===== src/rtl/ast_pkg.sv =====
// Shared types, widths and constants for the angular spectrum transfer multiply.
// Holds the CORDIC arctangent table and the side data word that rides the pipeline.
// No dependencies.
package ast_pkg;

    localparam int AST_GRID_SIZE = 1024;
    localparam int IDX_W   = 10;
    localparam int SPEC_W  = 24;
    localparam int COEF_W  = 40;
    localparam int WAVE_W  = 48;
    localparam int CFG_W   = 48;
    localparam int CFG_IDX_W = 2;

    localparam logic [CFG_IDX_W-1:0] REG_MODE    = 2'd0;
    localparam logic [CFG_IDX_W-1:0] REG_FREQ_SQ = 2'd1;
    localparam logic [CFG_IDX_W-1:0] REG_WAVE    = 2'd2;
    localparam logic [CFG_IDX_W-1:0] REG_FRESNEL = 2'd3;

    localparam logic MODE_EXACT = 1'b0;

    // square root datapath
    localparam int RAD_W   = 62;
    localparam int ROOT_W  = 31;
    localparam int REM_W   = 33;
    localparam int SQRT_STEPS = 31;

    // rotation datapath
    localparam int CORDIC_STEPS = 24;
    localparam int XY_W = 34;
    localparam int Z_W  = 33;
    localparam logic signed [XY_W-1:0] CORDIC_GAIN = 34'sd652032874;
    localparam int TRIG_W = 19;

    typedef struct packed {
        logic signed [SPEC_W-1:0] a;
        logic signed [SPEC_W-1:0] b;
        logic                     evan;
        logic [1:0]               quad;
        logic [31:0]              fph;
    } t_side;

    function automatic logic [31:0] ast_atan(input int k);
        logic [31:0] r;
        case (k)
            0:  r = 32'h20000000;
            1:  r = 32'h12E4051D;
            2:  r = 32'h09FB385B;
            3:  r = 32'h051111D4;
            4:  r = 32'h028B0D43;
            5:  r = 32'h0145D7E1;
            6:  r = 32'h00A2F61E;
            7:  r = 32'h00517C55;
            8:  r = 32'h0028BE53;
            9:  r = 32'h00145F2F;
            10: r = 32'h000A2F98;
            11: r = 32'h000517CC;
            12: r = 32'h00028BE6;
            13: r = 32'h000145F3;
            14: r = 32'h0000A2F9;
            15: r = 32'h0000517C;
            16: r = 32'h000028BE;
            17: r = 32'h0000145F;
            18: r = 32'h00000A2F;
            19: r = 32'h00000517;
            20: r = 32'h0000028B;
            21: r = 32'h00000145;
            22: r = 32'h000000A2;
            23: r = 32'h00000051;
            default: r = 32'h0;
        endcase
        return r;
    endfunction

endpackage


===== src/rtl/ast_cordic_cell.sv =====
// One rotation step of the CORDIC, registered; STEP sets shift and angle.
// Depends on ast_pkg.
module ast_cordic_cell
    import ast_pkg::*;
#(
    parameter int STEP = 0
) (
    input  logic                   i_clk,
    input  logic                   i_rst_n,
    input  logic                   i_en,
    input  logic                   i_vld,
    input  logic signed [XY_W-1:0] i_x,
    input  logic signed [XY_W-1:0] i_y,
    input  logic signed [Z_W-1:0]  i_z,
    input  t_side                  i_side,
    output logic                   o_vld,
    output logic signed [XY_W-1:0] o_x,
    output logic signed [XY_W-1:0] o_y,
    output logic signed [Z_W-1:0]  o_z,
    output t_side                  o_side
);
    localparam logic signed [Z_W-1:0] ANG = Z_W'(ast_atan(STEP));

    logic signed [XY_W-1:0] dx, dy;
    logic signed [XY_W-1:0] r_x, r_y;
    logic signed [Z_W-1:0]  r_z;
    t_side                  r_side;
    logic                   r_vld;

    assign dx = i_y >>> STEP;
    assign dy = i_x >>> STEP;

    always_ff @(posedge i_clk) begin
        if (!i_rst_n) begin
            r_vld <= 1'b0;
        end else if (i_en) begin
            r_vld <= i_vld;
        end
    end

    always_ff @(posedge i_clk) begin
        if (i_en) begin
            if (!i_z[Z_W-1]) begin
                r_x <= i_x - dx;
                r_y <= i_y + dy;
                r_z <= i_z - ANG;
            end else begin
                r_x <= i_x + dx;
                r_y <= i_y - dy;
                r_z <= i_z + ANG;
            end
            r_side <= i_side;
        end
    end

    assign o_vld  = r_vld;
    assign o_x    = r_x;
    assign o_y    = r_y;
    assign o_z    = r_z;
    assign o_side = r_side;
endmodule


===== config.mk =====
export PLATFORM = sky130hd
export DESIGN_NAME = ast_cordic_cell
export DESIGN_NICKNAME = d
export VERILOG_FILES = /design/src/rtl/ast_pkg.sv /design/src/rtl/ast_cordic_cell.sv
export SDC_FILE = /design/constraint.sdc
export NUM_CORES = 1
export LEC_CHECK = 0
export BUFFER_PORTS_ARGS = -buffer_cell sky130_fd_sc_hd__buf_2
export CELL_PAD_IN_SITES_DETAIL_PLACEMENT = 0
export CELL_PAD_IN_SITES_GLOBAL_PLACEMENT = 1
export CORE_MARGIN = 1.5
export CORE_UTILIZATION = 42
export CTS_CLUSTER_DIAMETER = 200
export CTS_CLUSTER_SIZE = 24
export DETAILED_ROUTE_END_ITERATION = 16
export GPL_TIMING_DRIVEN = 0
export HOLD_SLACK_MARGIN = 0.12
export PLACE_DENSITY = 0.86
export SKIP_CTS_REPAIR_TIMING = 1
export SLEW_MARGIN = 10
export SYNTH_ARGS = -nofsm -noshare
export SYNTH_HDL_FRONTEND = slang
export SYNTH_SLANG_ARGS = --single-unit
export TNS_END_PERCENT = 30

===== constraint.sdc =====
create_clock -name i_clk -period 5.5 [get_ports i_clk]
set_input_delay 1.1 -clock i_clk [delete_from_list [all_inputs] [get_ports i_clk]]
set_output_delay 1.1 -clock i_clk [all_outputs]
set_load 0.05 [all_outputs]

==> qor.yml, run 1 <==
timing:
  clock-skew-final_ns: 0
  setup_tns_ns: 0
  relSlewSlack_pct: 31.1
  setup_viol: 0
  period_minus_slack_ns: 4.45
  setup_slack_ns: 1.05
  rsz0062_at_grt: "false"
  period_share_pct: 80.8
  hold_viol_final: 0
  tightestPinTransition_ns: 1.03
  maxSlewViolCount: 0
  fmax_ghz: 0.225
worst_setup_path:
  critPathLaunchType: "primary input"
  cp_data_arrival_time_ns: 4.62
  r2r_slack_ns: 4.87
  worstPathMaxFanout: 9
  worstSetupPathType: "in2reg"
  r2r-start: "o_vld"
  reg2regPathDepth: 2
  critPathCaptureType: "register"
  required_ns: 5.68
  timing.rr.end: "o_vld"
finish:
  syn_to_final_growth_pct: 25.5
  instances_no_fill: 1856
  drive_gt1_share_pct: 29.1
  nets: 1792
  fillCellCount: 2506
  fin_util_pct: 53.7
grt:
  grt.total_usage_pct: 29.2
  grt_start_max_net_pins: 121
  antenna_found_initial: 7
  grt-ovfl-total: 0
  grt_pass1_wl_um: 61400
  grt_pass1_vias: 9957
synthesis:
  synth_fp_nets: 1400
  syn_avg_cell_area_um2: 10.4
  synth.area.mux_share_pct: 1.33
  synth_simple_gate_area_share_pct: 10.0
  ys_ff_latch: 184
  synth_compound_area_share_pct: 19.1
  synth_xor_area_share_pct: 4.72
  synth-edff-count: 183
  yosysTopAreaCell: "edfxtp_1"
  async_flop_share_pct: 0
  syn_inst: 1107
  yosys_warnings: 0
  syn_area_um2: 11500
  synth_flop_cell: "edfxtp_1"
  ys_top_cells_by_area: "edfxtp_1 (48%), ha_1 (11%), a21oi_1 (5.5%)"
  seq_area_frac_synth_pct: 48.0
  ys_types: 76
  synth_top_family_by_area: "compound AO/OA/AOI/OAI gates"
  synth_top_cell_area_share_pct: 47.8
  synth_fa_ha_area_share_pct: 11.7
clock_network:
  clk_pin_slew_ns: 0.08
  cts_buffer_depth: 2
  clkSinkCount: 184
  cts-root-buf: "clkbuf_16"
  clock_latency_ns: 0.42
  cts_buffers: 17
  cts_htree_levels: 4
  cts_tree: "done"
die:
  die_w_um: 168
  coreArea_um2: 26900
  die_h_um: 168
  die-area_um2: 28400
  initial_core_util_pct: 42.8
  ios: 373
  rows: 60
min_path:
  hold-path-cell-count: 2
  min_to: "o_vld"
  hold_path_class: "reg2reg"
  min_from: "o_vld"
routing:
  drc: 0
  drtPass1Iterations: 5
  num_vias: 10400
  wire_per_inst_um: 23.0
  postRouteAntennaNets: 0
  drtIter0Drc: 907
  wl_um: 42600
  via_per_inst: 5.58
pwr:
  peakVddDrop_uv: 218
  powerDensity_nw_per_um2: 322
  power_leakage_uw: 0.00630
run_status:
  status: "finished clean"
place:
  place_inst: 1821
  place_ws_ns: 0.691
  io_buffers: 372
  gp_congestion: 0.936
  hpwl_um: 33400
job:
  maxCapViolations: 0
kinds of logic after synthesis:
| kind of cell | count (synthesis) |
|---|---|
| adder cells (fa/ha/maj) | 105 |
| flip-flops | 184 |
| buffers and inverters | 152 |
| multiplexers | 15 |
| AO/OA/AOI/OAI | 339 |
| AND/OR/NAND/NOR | 250 |
| XOR/XNOR | 62 |
where the power goes:
group	switching, uW	internal [uW]
clock	618	645
combinational	1190	419
sequential	39.4	1740
total	1850	2800
area by class of cell:
class	instances	area (um^2)	area share, %
flip-flops and latches	184	5520	38.2
multi-input cells	771	5390	37.4
repair buffers	373	1900	13.2
well taps	341	427	2.96
clock buffers	17	425	2.95
inverters	107	404	2.80
plain buffers	45	189	1.31
clock inverters	14	166	1.15
diodes	4	10.0	0.0694
Yosys cell counts (5+ instances only):
| master | count |
|---|---|
| mux2i_1 | 13 |
| buf_1 | 9 |
| nand3b_1 | 5 |
| o211ai_1 | 10 |
| inv_1 | 103 |
| o21bai_1 | 16 |
| o21ai_1 | 8 |
| o21ai_0 | 66 |
| a211oi_1 | 11 |
| nor3_1 | 22 |
| clkbuf_1 | 29 |
| a21oi_1 | 127 |
| o41ai_1 | 6 |
| nand2b_1 | 11 |
| o31ai_1 | 8 |
| xor2_1 | 9 |
| nand3_1 | 11 |
| nand4_1 | 14 |
| nor2b_1 | 6 |
| xnor2_1 | 53 |
| edfxtp_1 | 183 |
| a21o_1 | 12 |
| a221oi_1 | 5 |
| ha_1 | 101 |
| nor2_1 | 88 |
| o21a_1 | 8 |
| nand2_1 | 68 |
| o21ba_2 | 5 |
| or2_2 | 6 |
| a2111oi_0 | 6 |
routing by layer:
layer / global-route usage, % / wire, um / vias to the layer above
met4: 13.1 / 1560 / 4
met2: 49.1 / 20600 / 474
met3: 5.28 / 2800 / 79
met1: 36.8 / 17600 / 5005
li1: - / - / 4794
met5: 0 / 22 / -
worst max-delay path by stage:
stage | startpoint | to | slack, ns | cells past startpoint
3_3_place_gp | i_x[22] | o_x[33] | 0.74 | 13
6_report | i_x[22] | o_x[33] | 1.05 | 13
2_1_floorplan | i_x[0] | o_y[28] | 1.75 | 11
3_5_place_dp | i_x[22] | o_x[33] | 0.69 | 13
4_1_cts | i_x[22] | o_x[33] | 1.13 | 13
5_1_grt | i_x[22] | o_x[33] | 0.75 | 13
placed cells by master, fill, tap and decap left out, types with 22 or more instances in the layout:
cell / instances
clkbuf_1: 29
xnor2_1: 53
buf_2: 375
nand2_1: 68
o21ai_0: 66
nor2_1: 88
inv_1: 103
ha_1: 101
edfxtp_1: 183
nor3_1: 22
a21oi_1: 127
sequential cells by signal, indices dropped and copies added, names as in the netlist:
signal and flops:
o_side 83, o_x 34, o_y 33, o_z 33, o_vld 1
through the flow:
stage / hold WS, ns / power (uW) / cell area (um^2)
2_1_floorplan: 0.743 / 2910 / 11500
3_3_place_gp: 0.500 / 3400 / 13800
3_5_place_dp: 0.547 / 3400 / 13800
4_1_cts: 0.563 / 4670 / 14400
5_1_grt: 0.604 / 4820 / 14400
6_report: 0.552 / 4650 / 14400
worst max-delay path, stage by stage:
cell and delay, ns:
buf_2 0.11, inv_1 0.04, ha_1 0.26, clkbuf_1 0.33, inv_1 0.22, a21oi_1 0.61
o21ai_0 0.36, a211oi_1 0.67, o21ai_0 0.16, a21oi_1 0.19, o41ai_1 0.12, a21oi_1 0.34
xnor2_1 0.10
(Power assumes the default switching activity.)
==> run 2: changes to the inputs <==
--- a/config.mk
+++ b/config.mk
@@ -9,13 +9,13 @@
 export CELL_PAD_IN_SITES_DETAIL_PLACEMENT = 0
 export CELL_PAD_IN_SITES_GLOBAL_PLACEMENT = 1
 export CORE_MARGIN = 1.5
-export CORE_UTILIZATION = 42
+export CORE_UTILIZATION = 39
 export CTS_CLUSTER_DIAMETER = 200
 export CTS_CLUSTER_SIZE = 24
 export DETAILED_ROUTE_END_ITERATION = 16
 export GPL_TIMING_DRIVEN = 0
 export HOLD_SLACK_MARGIN = 0.12
-export PLACE_DENSITY = 0.86
+export PLACE_DENSITY = 0.81
 export SKIP_CTS_REPAIR_TIMING = 1
 export SLEW_MARGIN = 10
 export SYNTH_ARGS = -nofsm -noshare
==> constraint.sdc (replaced) <==
create_clock -name i_clk -period 4.25 [get_ports i_clk]
set_input_delay 0.85 -clock i_clk [delete_from_list [all_inputs] [get_ports i_clk]]
set_output_delay 0.85 -clock i_clk [all_outputs]
set_load 0.05 [all_outputs]
==> qor.yml, run 2 (same netlist as run 1, synthesis figures left out) <==
grt:
  grt_start_max_net_pins: 121
  grt_pass1_wl_um: 61100
  grt-ovfl-total: 0
  grt.total_usage_pct: 27.0
  grt_pass1_vias: 9931
  antenna_found_initial: 6
timing:
  maxSlewViolCount: 0
  rsz0062_at_grt: "false"
  setup_tns_ns: 0
  hold_viol_final: 0
  setup_viol: 0
  relSlewSlack_pct: 32.3
  clock-skew-final_ns: 0
  tightestPinTransition_ns: 1.01
  period_share_pct: 96.2
  period_minus_slack_ns: 4.09
  fmax_ghz: 0.244
  setup_slack_ns: 0.160
place:
  hpwl_um: 33200
  place_inst: 1864
  io_buffers: 372
  placed_cell_area_um2: 13900
  gp_congestion: 0.926
  place_ws_ns: -0.181
clock_network:
  cts_buffers: 17
  cts_tree: "done"
  cts_htree_levels: 4
  clock_latency_ns: 0.44
  cts_buffer_depth: 2
  clk_pin_slew_ns: 0.07
  cts-root-buf: "clkbuf_16"
  clkSinkCount: 184
die:
  ios: 373
  die-area_um2: 30500
  initial_core_util_pct: 39.8
  coreArea_um2: 28900
  die_w_um: 175
  die_h_um: 175
  rows: 62
finish:
  nets: 1792
  fin_util_pct: 50.2
  final_cell_mix: "buf_2 (375), edfxtp_1 (183), a21oi_1 (127)"
  syn_to_final_growth_pct: 26.1
  final_common_cell: "buf_2"
  drive_gt1_share_pct: 29.0
  final_area_um2: 14500
  instances_no_fill: 1899
  largest_reg_flops: 83
worst_setup_path:
  critPathLaunchType: "primary input"
  worstPathMaxFanout: 10
  required_ns: 4.54
  cp_data_arrival_time_ns: 4.38
  worstSetupPathType: "in2reg"
  critPathCaptureType: "register"
routing:
  highest_layer: "met5"
  via_per_inst: 5.38
  m1WireLength_um: 16800
  met3_length_um: 2710
  postRouteAntennaNets: 0
  num_vias: 10200
  wire_per_inst_um: 22.1
  drtIter0Drc: 840
  dr_wl_met2_um: 21300
  drtPass1Iterations: 7
  wl_um: 42000
  drc: 0
run_status:
  status: "finished clean"
pwr:
  peakVddDrop_uv: 259
  power_leakage_uw: 0.00632
  powerDensity_nw_per_um2: 418
min_path:
  hold_path_class: "reg2reg"
job:
  maxCapViolations: 0
==> run 2: changes by cell type in the layout (fill, tap and decap cells not counted), sizes merged <==
cell      before  now
clkinvlp       2    0
inv          108  110
bufinv         1    2
diode          4    3
==> run 2: critical path: stages <==
cell and delay [ns]:
buf_2 0.11, inv_1 0.04, ha_1 0.35, buf_1 0.40, nand2_1 0.17, o21ai_0 0.57, o41ai_1 0.26, o41ai_1 0.70
a211o_1 0.34, a21oi_1 0.14, or2_2 0.29, o211ai_1 0.15
==> run 2: layer usage <==
layer  GRT usage, %  vias up
met3           5.13       71
met2           47.4      426
met4           9.22        6
met5              0        -
li1               -     4787
met1           33.1     4920
==> run 2: cell type report <==
type	instances	area (um^2)
multi-input combinational	771	5390
timing repair buffer	373	1900
clock inverter	15	188
buffer	45	189
inverter	107	404
clock buffer	17	425
fill	2787	14400
sequential	184	5520
tap	384	480
antenna	3	7.51
==> run 2: path summary, 6_finish.rpt <==
path / start / to / slack (ns) / cells after the start
max: i_x[7] / o_y[31] / 0.16 / 12
min: o_vld / o_vld / 0.56 / 2
max reg2reg: o_vld / o_vld / 3.61 / 2
min reg2reg: o_vld / o_vld / 0.56 / 2
==> run 2: stage by stage <==
step	hold slack [ns]	power, uW
finish	0.561	6060
global route	0.555	6280
CTS	0.555	6090
detailed placement	0.551	4400
global placement	0.496	4410
floorplan	0.743	3770
==> run 2: power breakdown <==
| group | internal (uW) | switching, uW | total, uW |
|---|---|---|---|
| clock | 895 | 790 | 1690 |
| combinational | 542 | 1540 | 2080 |
| sequential | 2250 | 47.4 | 2300 |
==> run 3: changes to the inputs <==
==> constraint.sdc (replaced) <==
create_clock -name i_clk -period 3.9 [get_ports i_clk]
set_input_delay 0.78 -clock i_clk [delete_from_list [all_inputs] [get_ports i_clk]]
set_output_delay 0.78 -clock i_clk [all_outputs]
set_load 0.05 [all_outputs]
==> qor.yml, run 3 (same netlist as run 1, synthesis figures left out) <==
place:
  io_buffers: 372
  hpwl_um: 33200
  place_ws_ns: -0.461
  gp_congestion: 0.926
pwr:
  seqPwrFrac_pct: 37.9
  switchingPower_uw: 2590
  p_comb_share_pct: 34.4
  power_leakage_uw: 0.00633
  powerDensity_nw_per_um2: 455
  p_int_uw: 4020
  power.clock.fraction_pct: 27.7
  swShare_pct: 39.2
  peakVddDrop_uv: 282
worst_setup_path:
  critPathLaunchType: "primary input"
  worstPathMaxFanout: 6
  critPathCaptureType: "register"
  required_ns: 4.13
  cp_data_arrival_time_ns: 4.06
  worstSetupPathType: "in2reg"
timing:
  period_share_pct: 98.1
  setup_tns_ns: 0
  setup_viol: 0
  hold_viol_final: 0
  tightestPinTransition_ns: 1.02
  setup_slack_ns: 0.0756
  relSlewSlack_pct: 32.1
  clock-skew-final_ns: 0
  period_minus_slack_ns: 3.82
  rsz0062_at_grt: "true"
  maxSlewViolCount: 0
  fmax_ghz: 0.261
min_path:
  hold_path_class: "in2reg"
die:
  die_h_um: 175
  die-area_um2: 30500
  coreArea_um2: 28900
  rows: 62
  initial_core_util_pct: 39.8
  ios: 373
  die_w_um: 175
clock_network:
  clk_pin_slew_ns: 0.07
  cts_tree: "done"
  clock_latency_ns: 0.44
  cts_buffer_depth: 2
  cts_htree_levels: 4
  cts_buffers: 17
  cts-root-buf: "clkbuf_16"
  clkSinkCount: 184
run_status:
  status: "finished clean"
routing:
  drc: 0
  postRouteAntennaNets: 0
  wl_um: 42000
  num_vias: 10300
  drtIter0Drc: 746
  wire_per_inst_um: 22.1
  via_per_inst: 5.40
  drtPass1Iterations: 5
finish:
  largest_reg_flops: 83
  nets: 1792
  final_common_cell: "buf_2"
  multi_input_area_um2: 5430
  seqCellArea_um2: 5520
  final_cell_mix: "buf_2 (375), edfxtp_1 (183), a21oi_1 (127)"
  fillCellCount: 2780
  drive_gt1_share_pct: 29.3
  syn_to_final_growth_pct: 26.4
grt:
  grt.total_usage_pct: 27.0
  antenna_found_initial: 6
  grt_pass1_vias: 9931
  grt_start_max_net_pins: 121
  grt_pass1_wl_um: 61100
  grt-ovfl-total: 0
job:
  maxCapViolations: 0
## run 3: layer usage
metal	track usage [%]	wire, um
met3	5.13	2770
met2	47.4	21400
met5	0	46
met1	33.1	16700
met4	9.22	1130
## run 3: stage by stage
stage | area [um^2] | hold slack [ns] | utilization (%) | cells | power [uW]
after floorplan | 11500 | 0.743 | - | 1107 | 4110
after global routing | 14500 | 0.485 | 50.4 | 1898 | 6850
final | 14500 | 0.505 | 50.4 | 1899 | 6610
after global placement | 13800 | 0.496 | 48.0 | 1863 | 4800
after detailed placement | 13900 | 0.551 | 48.1 | 1864 | 4800
after CTS | 14500 | 0.485 | 50.2 | 1896 | 6630
## run 3: final timing paths
path	from	to	slack [ns]	depth (start not counted)
worst max register to register	o_vld	o_vld	3.27	2
worst min register to register	o_vld	o_vld	0.56	2
worst min-delay path	i_side[8]	o_side[8]	0.50	1
worst max-delay path	i_x[0]	o_y[28]	0.08	12
## run 3: cell type report
type	instances	area share [%]
Sequential cell	184	37.9
Multi-Input combinational cell	771	37.3
Timing Repair Buffer	373	13.1
Tap cell	384	3.31
Clock buffer	17	2.93
Inverter	107	2.78
Buffer	45	1.30
Clock inverter	15	1.29
Antenna cell	3	0.0517
## run 3: critical path, cell delays in order
cell      delay (ns)
buf_2           0.11
ha_1            0.23
fa_1            0.41
nor2b_1         0.17
o211ai_1        0.41
a311oi_2        0.23
or3_1           0.53
o21ai_2         0.24
a21oi_4         0.11
a31oi_4         0.36
mux2i_1         0.14
xnor2_1         0.33
## run 3: power groups by stage
stage | combinational, uW | sequential (uW) | clock (uW)
floorplan | 763 | 3340 | 0
global placement | 2250 | 2550 | 0
detailed placement | 2250 | 2550 | 0
CTS | 2260 | 2510 | 1860
global route | 2400 | 2530 | 1930
finish | 2270 | 2500 | 1830
