## src/rtl/ast_pkg.sv

```systemverilog
// Shared types, widths and constants for the angular spectrum transfer multiply.
// Holds the CORDIC arctangent table and the side data word that rides the pipeline.
// No dependencies.
package ast_pkg;

    localparam int AST_GRID_SIZE = 1024;
    localparam int IDX_W   = 10;
    localparam int SPEC_W  = 24;
    localparam int COEF_W  = 40;
    localparam int WAVE_W  = 48;
    localparam int CFG_W   = 48;
    localparam int CFG_IDX_W = 2;

    localparam logic [CFG_IDX_W-1:0] REG_MODE    = 2'd0;
    localparam logic [CFG_IDX_W-1:0] REG_FREQ_SQ = 2'd1;
    localparam logic [CFG_IDX_W-1:0] REG_WAVE    = 2'd2;
    localparam logic [CFG_IDX_W-1:0] REG_FRESNEL = 2'd3;

    localparam logic MODE_EXACT = 1'b0;

    // square root datapath
    localparam int RAD_W   = 62;
    localparam int ROOT_W  = 31;
    localparam int REM_W   = 33;
    localparam int SQRT_STEPS = 31;

    // rotation datapath
    localparam int CORDIC_STEPS = 24;
    localparam int XY_W = 34;
    localparam int Z_W  = 33;
    localparam logic signed [XY_W-1:0] CORDIC_GAIN = 34'sd652032874;
    localparam int TRIG_W = 19;

    typedef struct packed {
        logic signed [SPEC_W-1:0] a;
        logic signed [SPEC_W-1:0] b;
        logic                     evan;
        logic [1:0]               quad;
        logic [31:0]              fph;
    } t_side;

    function automatic logic [31:0] ast_atan(input int k);
        logic [31:0] r;
        case (k)
            0:  r = 32'h20000000;
            1:  r = 32'h12E4051D;
            2:  r = 32'h09FB385B;
            3:  r = 32'h051111D4;
            4:  r = 32'h028B0D43;
            5:  r = 32'h0145D7E1;
            6:  r = 32'h00A2F61E;
            7:  r = 32'h00517C55;
            8:  r = 32'h0028BE53;
            9:  r = 32'h00145F2F;
            10: r = 32'h000A2F98;
            11: r = 32'h000517CC;
            12: r = 32'h00028BE6;
            13: r = 32'h000145F3;
            14: r = 32'h0000A2F9;
            15: r = 32'h0000517C;
            16: r = 32'h000028BE;
            17: r = 32'h0000145F;
            18: r = 32'h00000A2F;
            19: r = 32'h00000517;
            20: r = 32'h0000028B;
            21: r = 32'h00000145;
            22: r = 32'h000000A2;
            23: r = 32'h00000051;
            default: r = 32'h0;
        endcase
        return r;
    endfunction

endpackage

```

## src/rtl/ast_sqrt_cell.sv

```systemverilog
// One digit step of the restoring integer square root, registered.
// Depends on ast_pkg.
module ast_sqrt_cell
    import ast_pkg::*;
(
    input  logic              i_clk,
    input  logic              i_rst_n,
    input  logic              i_en,
    input  logic              i_vld,
    input  logic [REM_W-1:0]  i_rem,
    input  logic [ROOT_W-1:0] i_root,
    input  logic [RAD_W-1:0]  i_rad,
    input  t_side             i_side,
    output logic              o_vld,
    output logic [REM_W-1:0]  o_rem,
    output logic [ROOT_W-1:0] o_root,
    output logic [RAD_W-1:0]  o_rad,
    output t_side             o_side
);
    logic [REM_W+1:0] rem2;
    logic [REM_W-1:0] trial;
    logic             ge;
    logic [REM_W-1:0]  r_rem;
    logic [ROOT_W-1:0] r_root;
    logic [RAD_W-1:0]  r_rad;
    t_side             r_side;
    logic              r_vld;

    assign rem2  = {i_rem, i_rad[RAD_W-1 -: 2]};
    assign trial = {i_root, 2'b01};
    assign ge    = rem2 >= {2'b00, trial};

    always_ff @(posedge i_clk) begin
        if (!i_rst_n) begin
            r_vld <= 1'b0;
        end else if (i_en) begin
            r_vld <= i_vld;
        end
    end

    always_ff @(posedge i_clk) begin
        if (i_en) begin
            r_rem  <= ge ? REM_W'(rem2 - {2'b00, trial}) : REM_W'(rem2);
            r_root <= {i_root[ROOT_W-2:0], ge};
            r_rad  <= {i_rad[RAD_W-3:0], 2'b00};
            r_side <= i_side;
        end
    end

    assign o_vld  = r_vld;
    assign o_rem  = r_rem;
    assign o_root = r_root;
    assign o_rad  = r_rad;
    assign o_side = r_side;
endmodule

```

## config.mk

```make
export PLATFORM = sky130hd
export DESIGN_NAME = ast_sqrt_cell
export DESIGN_NICKNAME = d
export VERILOG_FILES = /design/src/rtl/ast_pkg.sv /design/src/rtl/ast_sqrt_cell.sv
export SDC_FILE = /design/constraint.sdc
export NUM_CORES = 1
export LEC_CHECK = 0
export BUFFER_PORTS_ARGS = -buffer_cell sky130_fd_sc_hd__buf_2
export CAP_MARGIN = 20
export CORE_AREA = 2 2 162 164
export DETAILED_ROUTE_END_ITERATION = 8
export DIE_AREA = 0 0 164 166
export PLACE_DENSITY = 0.65
export SLEW_MARGIN = 20
export SYNTH_ARGS = -nofsm -noshare
export SYNTH_HDL_FRONTEND = slang
export SYNTH_SLANG_ARGS = --single-unit
```

## constraint.sdc

```tcl
create_clock -name i_clk -period 2.8 [get_ports i_clk]
set_clock_uncertainty 0.05 [all_clocks]
set_input_delay 0.28 -clock i_clk [delete_from_list [all_inputs] [get_ports i_clk]]
set_output_delay 0.28 -clock i_clk [all_outputs]
set_load 0.05 [all_outputs]
```

==> results of run 1 <==
## final cells by class
type                    instances  area [µm²]
inverters                      44       165.2
clock buffers                  27       633.1
well taps                     335       419.2
repair buffers                697        4659
diodes                          4       10.01
flip-flops and latches        208        6236
fillers                      2078       11000
multi-input cells             331        2345
clock inverters                17       143.9
## kinds of logic (layout without fill, tap and decap cells)
| kind of cell | Yosys count | after routing | share of synthesized area |
|---|---|---|---|
| adders and majority gates | 33 | 33 | 0.04686 |
| and+or+nand+nor | 130 | 130 | 0.07284 |
| muxes | 7 | 7 | 0.009228 |
| DFF | 208 | 208 | 0.7077 |
| xor gates and xnor gates | 28 | 28 | 0.02783 |
| AOI/OAI and AO/OA | 130 | 131 | 0.1034 |
| buffers and inverters | 59 | 785 | 0.03180 |
| other | 1 | 6 | 0.0004255 |
## state kept, by name (all words and copies together), names as in the netlist
| register | count |
|---|---|
| o_root | 31 |
| o_side | 83 |
| o_rem | 33 |
| o_vld | 1 |
| o_rad | 60 |
## per-stage QoR
| stage | setup TNS, ps | instances |
|---|---|---|
| 2_1_floorplan | 0 | 597 |
| 3_3_place_gp | -2089 | 1439 |
| 3_5_place_dp | -3811 | 1439 |
| 4_1_cts | 0 | 1657 |
| 5_1_grt | -2.817 | 1660 |
| 6_report | 0 | 1663 |
## worst max-delay path by stage
stage / slack (ps) / to / from
final: 90 / o_rem[26]$_DFFE_PP_ / i_root[24]
after global routing: -3 / o_rem[26]$_DFFE_PP_ / i_root[24]
after CTS: 40 / o_rem[17]$_DFFE_PP_ / i_root[24]
after detailed placement: -280 / o_rem[22]$_DFFE_PP_ / i_root[8]
after global placement: -210 / o_rem[30]$_DFFE_PP_ / i_root[8]
after floorplan: 90 / o_rem[28]$_DFFE_PP_ / i_root[8]
## routing by layer
layer	wire, µm	up-vias	GRT usage
met3	2403	77	0.05020
met1	12890	3756	0.2713
met5	35	-	0
li1	-	3682	-
met4	1288	6	0.07933
met2	16110	353	0.3973
## power by group through the flow
| stage | logic, mW | registers (mW) | clock network (mW) |
|---|---|---|---|
| 2_1_floorplan | 0.520 | 4.92 | 0 |
| 3_3_place_gp | 2.36 | 3.89 | 0 |
| 3_5_place_dp | 2.38 | 3.91 | 0 |
| 4_1_cts | 2.58 | 3.85 | 3.17 |
| 5_1_grt | 2.73 | 3.87 | 3.29 |
| 6_report | 2.61 | 3.85 | 3.10 |
## cell usage in the layout, fill, tap and decap left out, types with 3 or more instances in the layout
cell	instances
nor2b_1	3
inv_1	43
and3_1	6
clkbuf_16	25
nor2_1	45
clkinv_2	5
a21oi_2	17
nor3_1	9
mux2_1	3
nand3_1	15
buf_4	99
edfxtp_1	207
a21oi_1	40
diode_2	4
xor2_1	15
dlygate4sd3_1	174
ha_1	32
clkinvlp_4	3
a2111oi_0	3
xnor2_1	13
nand2b_1	6
a31oi_1	5
o21ai_0	18
buf_2	419
a211oi_1	6
o21ai_2	3
clkinv_1	5
nand4_1	4
a21o_1	7
o21bai_1	6
a221oi_1	3
o211ai_1	3
nand2_1	26
## repair_timing
action                     4_1_cts  5_1_grt
setup endpoints to repair        0       30
hold endpoints to repair       173        0
setup buffers                    0        1
hold buffers                   174        0
gates resized for setup          0        8
==> metrics.md, run 1 <==
| Metric | Value |
|---|---|
| Synth Register Bits | `208` |
| Clk sinks | `208` |
| Part of the power in registers | `0.403` |
| Power share of the combinational group | `0.273` |
| WP data required | `3020 ps` |
| Clock root cell | `clkbuf_16` |
| Syn_area_per_cell | `14.79 µm²` |
| Int Power | `6.436 mW` |
| Minimum clock period | `2709 ps` |
| Max-cap viol count | `0` |
| Synth top cells by count | `207 x edfxtp_1, 45 x nor2_1, 43 x inv_1` |
| Post-detailed-routing wire length | `32.72 mm` |
| Clk pwr share | `0.325` |
| Placed Area | `12,020 µm²` |
| CORE AREA | `25,620 µm²` |
| IO buf count | `420` |
| Chip height | `166 µm` |
| Drt drc | `0` |
| CTS tree | `done` |
| Drt first pass iters | `5` |
| Critical path's largest stage delay | `520 ps` |
| Nets | `1,552` |
| Synth Cell Area | `8812 µm²` |
| Slew Viols, Final | `0` |
| Initial Util | `0.3440` |
| Worst-Margin Slew | `662.1 ps` |
| Worst hold path depth | `2` |
| Slew HR | `0.5586` |
| Critical Path Start Type | `input pin` |
| Reg2Reg Depth | `3` |
| DRT iter0 DRCs | `607` |
| Core Rows | `59` |
| Outcome | `complete, no violations` |
| Post-route cell area | `14,610 µm²` |
| Via density | `4.735` |
| Num CTS Buffers | `24` |
| Via count | `7,874` |
| CP Class | `in2reg` |
| Tot Pwr | `9.559 mW` |
| Top Family by Delay on Critical Path | `buffers and inverters` |
| Pin count of the biggest net entering global routing | `82` |
| LEAKAGE | `6.462 nW` |
| Fmax | `369.1 MHz` |
| IO Pins | `423` |
| Clock-pin transition on the worst setup and hold timing paths | `60 ps` |
| Count of final hold-check violations | `0` |
| WHS | `31.24 ps` |
| CTS Buffer Depth | `3` |
| Hold path endpoint | `o_root[13]$_DFFE_PP_` |
| Proportion of layout cells with a drive suffix above 1 | `0.4524` |
| Switch Pwr | `3.123 mW` |
| Gr ovfl total | `0` |
| Die ar. | `27,220 µm²` |
| DP Worst Slack | `-276.8 ps` |
| R2R setup slack | `1510 ps` |
| Clk_lat worst skew | `510 ps` |
| Critical Path End Type | `register` |
| Avg WL per Cell | `19.68 µm` |
| Switching part of the total | `0.3267` |
| Dominant cell type by area after synthesis | `edfxtp_1` |
| Worst path cell trace | `dlygate4sd3_1, buf_2, inv_1, ha_4, inv_2, or4b_1, a21o_1, o21ai_4, buf_4, nand2_1, and3_1, a41o_1` |
| Yosys warns | `0` |
| First-pass GRT wire length | `46.43 mm` |
| Post-synth top area share | `0.7054` |
| Utilization after layout | `0.5704` |
| Unique masters post-synth | `63` |
| Fin crit share | `0.9675` |
| Initial antenna violation count | `6` |
| Setup-failing EPs final | `0` |
| Buf+Inv Stages, Crit Path | `5` |
| Die X | `164 µm` |
| Class of the worst hold path | `in2reg` |
| Worst reg2reg endpoint | `o_vld$_SDFFE_PN0P_` |
| WP depth | `12` |
| Synth area leaders | `edfxtp_1 71%, ha_1 4.7%, a21oi_1 2.3%` |
| FF-to-FF Start | `o_vld$_SDFFE_PN0P_` |
| Post-Synthesis Cells | `596` |
| H-tree levels | `1` |
| Most frequent cell after synthesis | `edfxtp_1` |
| Crit Path Max Fanout | `4` |
| Register area share after synthesis | `0.7077` |
| Critical Path AT | `2930 ps` |
| Remaining antenna violation count | `0` |
| PwrDens | `654.2 nW/µm²` |
| Final worst slack | `90.90 ps` |
| Hold Startpoint | `i_root[12]` |
| Ys async rst share | `0` |
| Post-synth EDFFs | `207` |
| Total GRT Usage | `0.2261` |
| Peak VDD IR | `540.3 µV` |
| Number of global-route vias before repair | `7,923` |
| DP HPWL | `23.36 mm` |
| P&R area growth vs syn | `65.81%` |
| Routability congestion estimate | `0.8912` |
| Synth Flop Type | `edfxtp_1` |
| Slowest CP cell | `dlygate4sd3_1` |
(Power assumes the default switching activity.)
==> run 2, diff against run 1 <==
--- a/config.mk
+++ b/config.mk
@@ -10,7 +10,6 @@
 export CORE_AREA = 2 2 162 164
 export DETAILED_ROUTE_END_ITERATION = 8
 export DIE_AREA = 0 0 164 166
-export PLACE_DENSITY = 0.65
 export SLEW_MARGIN = 20
 export SYNTH_ARGS = -nofsm -noshare
 export SYNTH_HDL_FRONTEND = slang
==> constraint.sdc (replaced) <==
create_clock -name i_clk -period 3.4 [get_ports i_clk]
set_clock_uncertainty 0.05 [all_clocks]
set_input_delay 0.34 -clock i_clk [delete_from_list [all_inputs] [get_ports i_clk]]
set_output_delay 0.34 -clock i_clk [all_outputs]
set_load 0.05 [all_outputs]
==> run 2 against run 1 <==
Register-to-register slack gained 1200 ps; core utilization down 2.7 points; final cell count fell by 5.5%; via count down 5.1%; hold slack got worse by 15 ps; non-clock buffer count decreased by 89; sequential power decreased by 18%; clock-buffer cell count rose by 3; cell area fell by 4.8%; total power is 19% lower; critical path type unchanged; largest cell class unchanged.
==> metrics.md, run 2 (same netlist as run 1, synthesis figures left out) <==
| Metric | Value |
|---|---|
| Via density | `4.755 (+0.42%)` |
| Tot Pwr | `7.742 mW (-19%)` |
| Die X | `164 µm (unchanged)` |
| Total GRT Usage | `0.2201 (-0.006061)` |
| Count of final hold-check violations | `0 (unchanged)` |
| Die ar. | `27,220 µm² (unchanged)` |
| CP Class | `in2reg` |
| Fin crit share | `0.9449` |
| Chip height | `166 µm (unchanged)` |
| LEAKAGE | `6.024 nW (-6.8%)` |
| Peak VDD IR | `427.1 µV (-21%)` |
| Number of global-route vias before repair | `7,488 (-5.5%)` |
| Critical path's largest stage delay | `520 ps (about the same)` |
| Via count | `7,470 (-5.1%)` |
| Drt drc | `0 (unchanged)` |
| Critical Path End Type | `register` |
| Placed Area | `11,380 µm² (-5.4%)` |
| Critical Path AT | `3420 ps (+490 ps)` |
| DP HPWL | `22.78 mm (-2.5%)` |
| Critical Path Start Type | `input pin` |
| Non-filler cells, final | `1,571 (-5.5%)` |
| Most common cell after layout, fill and taps aside | `buf_2` |
| Clock-pin transition on the worst setup and hold timing paths | `60 ps (about the same)` |
| Slew Viols, Final | `0 (unchanged)` |
| Largest register FFs | `83 (unchanged)` |
| Clk sinks | `208 (unchanged)` |
| Max-cap viol count | `0 (unchanged)` |
| WP data required | `3610 ps (+590 ps)` |
| Worst-Margin Slew | `574.6 ps (-87.49 ps)` |
| Placed insts | `1,353 (-6.0%)` |
| Worst path cell trace | `dlygate4sd3_1, buf_2, inv_1, ha_1, o21ai_2, a2111oi_2, or4_4, a31oi_4, o21ai_2, a2111oi_2, nor3_1, mux2_4` |
| IO buf count | `420 (unchanged)` |
| Post-route cell area | `13,920 µm² (-4.8%)` |
| Setup-failing EPs final | `0 (unchanged)` |
| Remaining antenna violation count | `0 (unchanged)` |
| Initial Util | `0.3440 (unchanged)` |
| H-tree levels | `1 (unchanged)` |
| Minimum clock period | `3213 ps` |
| Filler cells | `2,155 (+3.7%)` |
| Class of the worst hold path | `in2reg` |
| Nets | `1,462 (-5.8%)` |
| Crit Path Max Fanout | `6 (+2)` |
| Pin count of the biggest net entering global routing | `76 (-7.3%)` |
| Slowest CP cell | `dlygate4sd3_1` |
| Fmax | `311.3 MHz` |
| Gr ovfl total | `0 (unchanged)` |
| Setup repair after global routing missed its margin | `false` |
| DRT iter0 DRCs | `669 (+10%)` |
| First-pass GRT wire length | `44.99 mm (-3.1%)` |
| CORE AREA | `25,620 µm² (unchanged)` |
| Clk_lat worst skew | `510 ps (about the same)` |
| IO Pins | `423 (unchanged)` |
| Initial antenna violation count | `9 (+3)` |
| Drt first pass iters | `5 (unchanged)` |
| Core Rows | `59 (unchanged)` |
| Num CTS Buffers | `24 (unchanged)` |
| Commonest cells after routing, fill and taps aside | `419 x buf_2, 207 x edfxtp_1, 172 x dlygate4sd3_1` |
| Outcome | `complete, no violations` |
| PwrDens | `556.4 nW/µm² (-15%)` |
| WHS | `16.70 ps (-14.54 ps)` |
| Routability congestion estimate | `0.8993 (+0.91%)` |
| Avg WL per Cell | `19.94 µm (+1.3%)` |
| CTS Buffer Depth | `3 (unchanged)` |
| CTS tree | `done` |
| Slew HR | `0.6169 (+0.05833)` |
| Post-detailed-routing wire length | `31.32 mm (-4.3%)` |
| Proportion of layout cells with a drive suffix above 1 | `0.4136 (-0.03879)` |
| Utilization after layout | `0.5433 (-0.02716)` |
| P&R area growth vs syn | `57.92%` |
| Clock root cell | `clkbuf_16` |
==> run 2: timing repair <==
action | CTS | global route
endpoints found under the hold margin | 172 | 0
setup buffers | 0 | 0
resized for setup | 0 | 4
hold buffers | 172 | 0
endpoints found under the setup margin | 0 | 22
==> run 2: path summary, 6_finish.rpt <==
check | slack (ps) | depth (start not counted) | startpoint | end
worst max register to register | 2710 | 2 | o_vld$_SDFFE_PN0P_ | o_vld$_SDFFE_PN0P_
worst min register to register | 520 | 2 | o_vld$_SDFFE_PN0P_ | o_vld$_SDFFE_PN0P_
worst min-delay path | 20 | 1 | i_root[29] | o_root[30]$_DFFE_PP_
worst max-delay path | 190 | 12 | i_root[1] | o_rem[28]$_DFFE_PP_
==> run 2: layout make-up <==
type	instances	area (µm²)	share of cell area
tap	335	419.2	0.03012
multi-input combinational	330	2320	0.1667
inverter	44	165.2	0.01187
sequential	208	6236	0.4481
clock buffer	30	654.4	0.04702
antenna	3	7.507	0.0005395
clock inverter	13	135.1	0.009711
timing repair buffer	608	3979	0.2859
==> run 2: metrics by stage <==
stage	setup WS (ps)	TNS (ps)
CTS	57.68	0
global route	21.27	0
floorplan	630.9	0
finish	187.2	0
global placement	-5.299	-5.299
detailed placement	50.98	0
==> run 2: worst max-delay path, delay by kind of cell <==
| family | cells | cell delay [ps] |
|---|---|---|
| and+or+nand+nor | 2 | 650 |
| buffers and inverters | 3 | 670 |
| muxes | 1 | 270 |
| adders and majority gates | 1 | 370 |
| AOI/OAI and AO/OA | 5 | 1120 |
==> run 2: power by group <==
| group | total (mW) | internal, mW | switching (mW) | leakage [nW] |
|---|---|---|---|---|
| clock network | 2.58 | 1.52 | 1.05 | 0.375 |
| registers | 3.16 | 3.10 | 0.0635 | 2.03 |
| logic | 2.00 | 0.595 | 1.41 | 3.61 |
| total | 7.74 | 5.22 | 2.52 | 6.02 |
==> run 2: per-layer routing <==
layer  GRT usage  up-vias  part of all wire  wire, µm
met1      0.2676     3547              0.40     12650
met4     0.09535       12             0.047      1479
li1            -     3507                 -         -
met3     0.05819       84             0.078      2430
met2      0.3672      320              0.47     14700
met5           0        -            0.0023        71
==> run 3, diff against run 2 <==
--- a/config.mk
+++ b/config.mk
@@ -7,9 +7,12 @@
 export LEC_CHECK = 0
 export BUFFER_PORTS_ARGS = -buffer_cell sky130_fd_sc_hd__buf_2
 export CAP_MARGIN = 20
-export CORE_AREA = 2 2 162 164
+export CELL_PAD_IN_SITES_DETAIL_PLACEMENT = 0
+export CELL_PAD_IN_SITES_GLOBAL_PLACEMENT = 1
+export CORE_AREA = 2 2 163 165
 export DETAILED_ROUTE_END_ITERATION = 8
-export DIE_AREA = 0 0 164 166
+export DIE_AREA = 0 0 165 167
+export PLACE_DENSITY_LB_ADDON = 0.1
 export SLEW_MARGIN = 20
 export SYNTH_ARGS = -nofsm -noshare
 export SYNTH_HDL_FRONTEND = slang
==> constraint.sdc (replaced) <==
create_clock -name i_clk -period 3.4 [get_ports i_clk]
set_clock_uncertainty 0.05 [all_clocks]
set_input_delay 0.34 -clock i_clk [delete_from_list [all_inputs] [get_ports i_clk]]
set_output_delay 0.34 -clock i_clk [all_outputs]
set_load 0.01 [all_outputs]
==> run 3 against run 2 <==
Critical path depth unchanged; cell area is essentially flat; wire length down 9.0%; sequential power barely moved; combinational power shrank 36%; via count fell by 3.7%; worst setup slack gained 35 ps; critical path type unchanged; largest power group unchanged.
==> metrics.md, run 3 (same netlist as run 1, synthesis figures left out) <==
| Metric | Value |
|---|---|
| Chip height | `167 µm (+0.60%)` |
| Slew Viols, Final | `0 (unchanged)` |
| Placed Area | `11,430 µm² (+0.45%)` |
| Final worst slack | `222.3 ps (+35.15 ps)` |
| Most common cell after layout, fill and taps aside | `buf_2` |
| Routability congestion estimate | `0.8168 (-9.2%)` |
| CP Class | `in2reg` |
| Critical Path AT | `3380 ps (-40 ps)` |
| P&R area growth vs syn | `57.82% (about the same)` |
| Fin crit share | `0.9346 (-0.01034)` |
| Commonest cells after routing, fill and taps aside | `419 x buf_2, 207 x edfxtp_1, 174 x dlygate4sd3_1` |
| Remaining antenna violation count | `0 (unchanged)` |
| Pin count of the biggest net entering global routing | `91 (+20%)` |
| Post-CTS setup buffer count | `0 (unchanged)` |
| Via density | `4.562 (-4.1%)` |
| CTS Buffer Depth | `3 (unchanged)` |
| LEAKAGE | `6.041 nW (+0.28%)` |
| Worst-Margin Slew | `768.9 ps (+194.2 ps)` |
| Drt first pass iters | `4 (-1)` |
| DP HPWL | `21.36 mm (-6.2%)` |
| PwrDens | `494.0 nW/µm² (-11%)` |
| Outcome | `complete, no violations` |
| Critical Path Start Type | `input pin` |
| DP Worst Slack | `204.0 ps (+153.1 ps)` |
| Proportion of layout cells with a drive suffix above 1 | `0.4084 (-0.005231)` |
| DRT iter0 DRCs | `429 (-36%)` |
| Initial antenna violation count | `5 (-4)` |
| Die X | `165 µm (+0.61%)` |
| Via count | `7,190 (-3.7%)` |
| Avg WL per Cell | `18.08 µm (-9.3%)` |
| Hold Startpoint | `i_vld` |
| Drt drc | `0 (unchanged)` |
| Final setup TNS | `0 ps (unchanged)` |
| Number of global-route vias before repair | `7,189 (-4.0%)` |
| WP data required | `3600 ps (about the same)` |
| Setup-failing EPs final | `0 (unchanged)` |
| Initial Util | `0.3420 (-0.001971)` |
| Class of the worst hold path | `in2reg` |
| Clk sinks | `208 (unchanged)` |
| Largest register FFs | `83 (unchanged)` |
| Fmax | `314.7 MHz (+1.1%)` |
| Count of final hold-check violations | `0 (unchanged)` |
| FF-to-FF Start | `o_vld$_SDFFE_PN0P_` |
| H-tree levels | `1 (unchanged)` |
| Clock-pin transition on the worst setup and hold timing paths | `60 ps (about the same)` |
| First-pass GRT wire length | `41.07 mm (-8.7%)` |
| IO Pins | `423 (unchanged)` |
| Die ar. | `27,560 µm² (+1.2%)` |
| Placed insts | `1,360 (+0.52%)` |
| Slew HR | `0.4874 (-0.1295)` |
| Gr ovfl total | `0 (unchanged)` |
| Max-cap viol count | `0 (unchanged)` |
| Critical Path End Type | `register` |
| CORE AREA | `25,760 µm² (+0.58%)` |
| Nets | `1,471 (+0.62%)` |
| Clock root cell | `clkbuf_16` |
| Post-route cell area | `13,910 µm² (about the same)` |
| Core Rows | `59 (unchanged)` |
| Critical path's largest stage delay | `520 ps (about the same)` |
| Num CTS Buffers | `24 (unchanged)` |
| Post-detailed-routing wire length | `28.49 mm (-9.0%)` |
| Clk_lat worst skew | `520 ps (about the same)` |
| Peak VDD IR | `383.5 µV (-10%)` |
| CTS tree | `done` |
| Slowest CP cell | `dlygate4sd3_1` |
| IO buf count | `420 (unchanged)` |
| Utilization after layout | `0.5398 (-0.003453)` |
| Non-filler cells, final | `1,576 (+0.32%)` |
| Crit. Startpoint | `i_root[20]` |
| Setup repair after global routing missed its margin | `false` |
| Minimum clock period | `3178 ps (-35.15 ps)` |
| Worst path cell trace | `dlygate4sd3_1, buf_2, inv_1, ha_1, nand2_2, nor4_4, and3_1, nand2_1, o31a_1, a21bo_4, buf_4, a21oi_2` |
| Crit Path Max Fanout | `19 (+13)` |
| Total GRT Usage | `0.1970 (-0.02310)` |
run 3: cell types whose count changed in the layout (fill, tap and decap cells not counted), sizes merged:
cell,change
buf,+6
clkinv,+4
clkinvlp,-3
dlygate4sd3,+2
inv,-2
clkbuf,-1
diode,-1
run 3: layout make-up:
cell class,instances,area [µm²]
fillers,2240,11860
flip-flops and latches,208,6236
repair buffers,617,4050
multi-input cells,330,2300
clock buffers,28,615.6
well taps,335,419.2
inverters,44,165.2
clock inverters,12,116.4
diodes,2,5.005
run 3: worst max-delay path: cells and delay by family:
| family | cells | cell delay (ps) |
|---|---|---|
| AO/OA/AOI/OAI | 3 | 840 |
| adder cells (fa/ha/maj) | 1 | 380 |
| buffers and inverters | 4 | 990 |
| AND/OR/NAND/NOR | 4 | 820 |
run 3: stage by stage:
step / power, mW / hold WS (ps)
after floorplan: 3.771 / 388.9
after global placement: 4.333 / 446.1
after detailed placement: 4.335 / 468.1
after CTS: 6.972 / 32.25
after global routing: 7.199 / 65.86
final: 6.870 / 50.77
run 3: path summary, 6_finish.rpt:
path | to | slack [ps] | depth (start not counted)
worst max register to register | o_vld$_SDFFE_PN0P_ | 2760 | 2
worst max-delay path | o_rem[13]$_DFFE_PP_ | 220 | 12
worst min register to register | o_vld$_SDFFE_PN0P_ | 470 | 2
worst min-delay path | o_vld$_SDFFE_PN0P_ | 50 | 3
run 3: where the power goes:
group	internal (mW)	switching, mW
Clock	1.43	1.00
Sequential	3.10	0.0502
Combinational	0.598	0.687
run 3: metal layers:
layer,vias to the layer above,GRT usage,routed length [µm]
met5,-,0,46
met4,6,0.08393,1169
met3,62,0.04658,2013
met2,260,0.3502,14360
met1,3359,0.2237,10910
li1,3503,-,-
run 3: what timing repair did:
item,CTS,global route
hold endpoints to repair,174,0
resized for setup,0,0
hold buffers,174,0
setup endpoints to repair,0,0
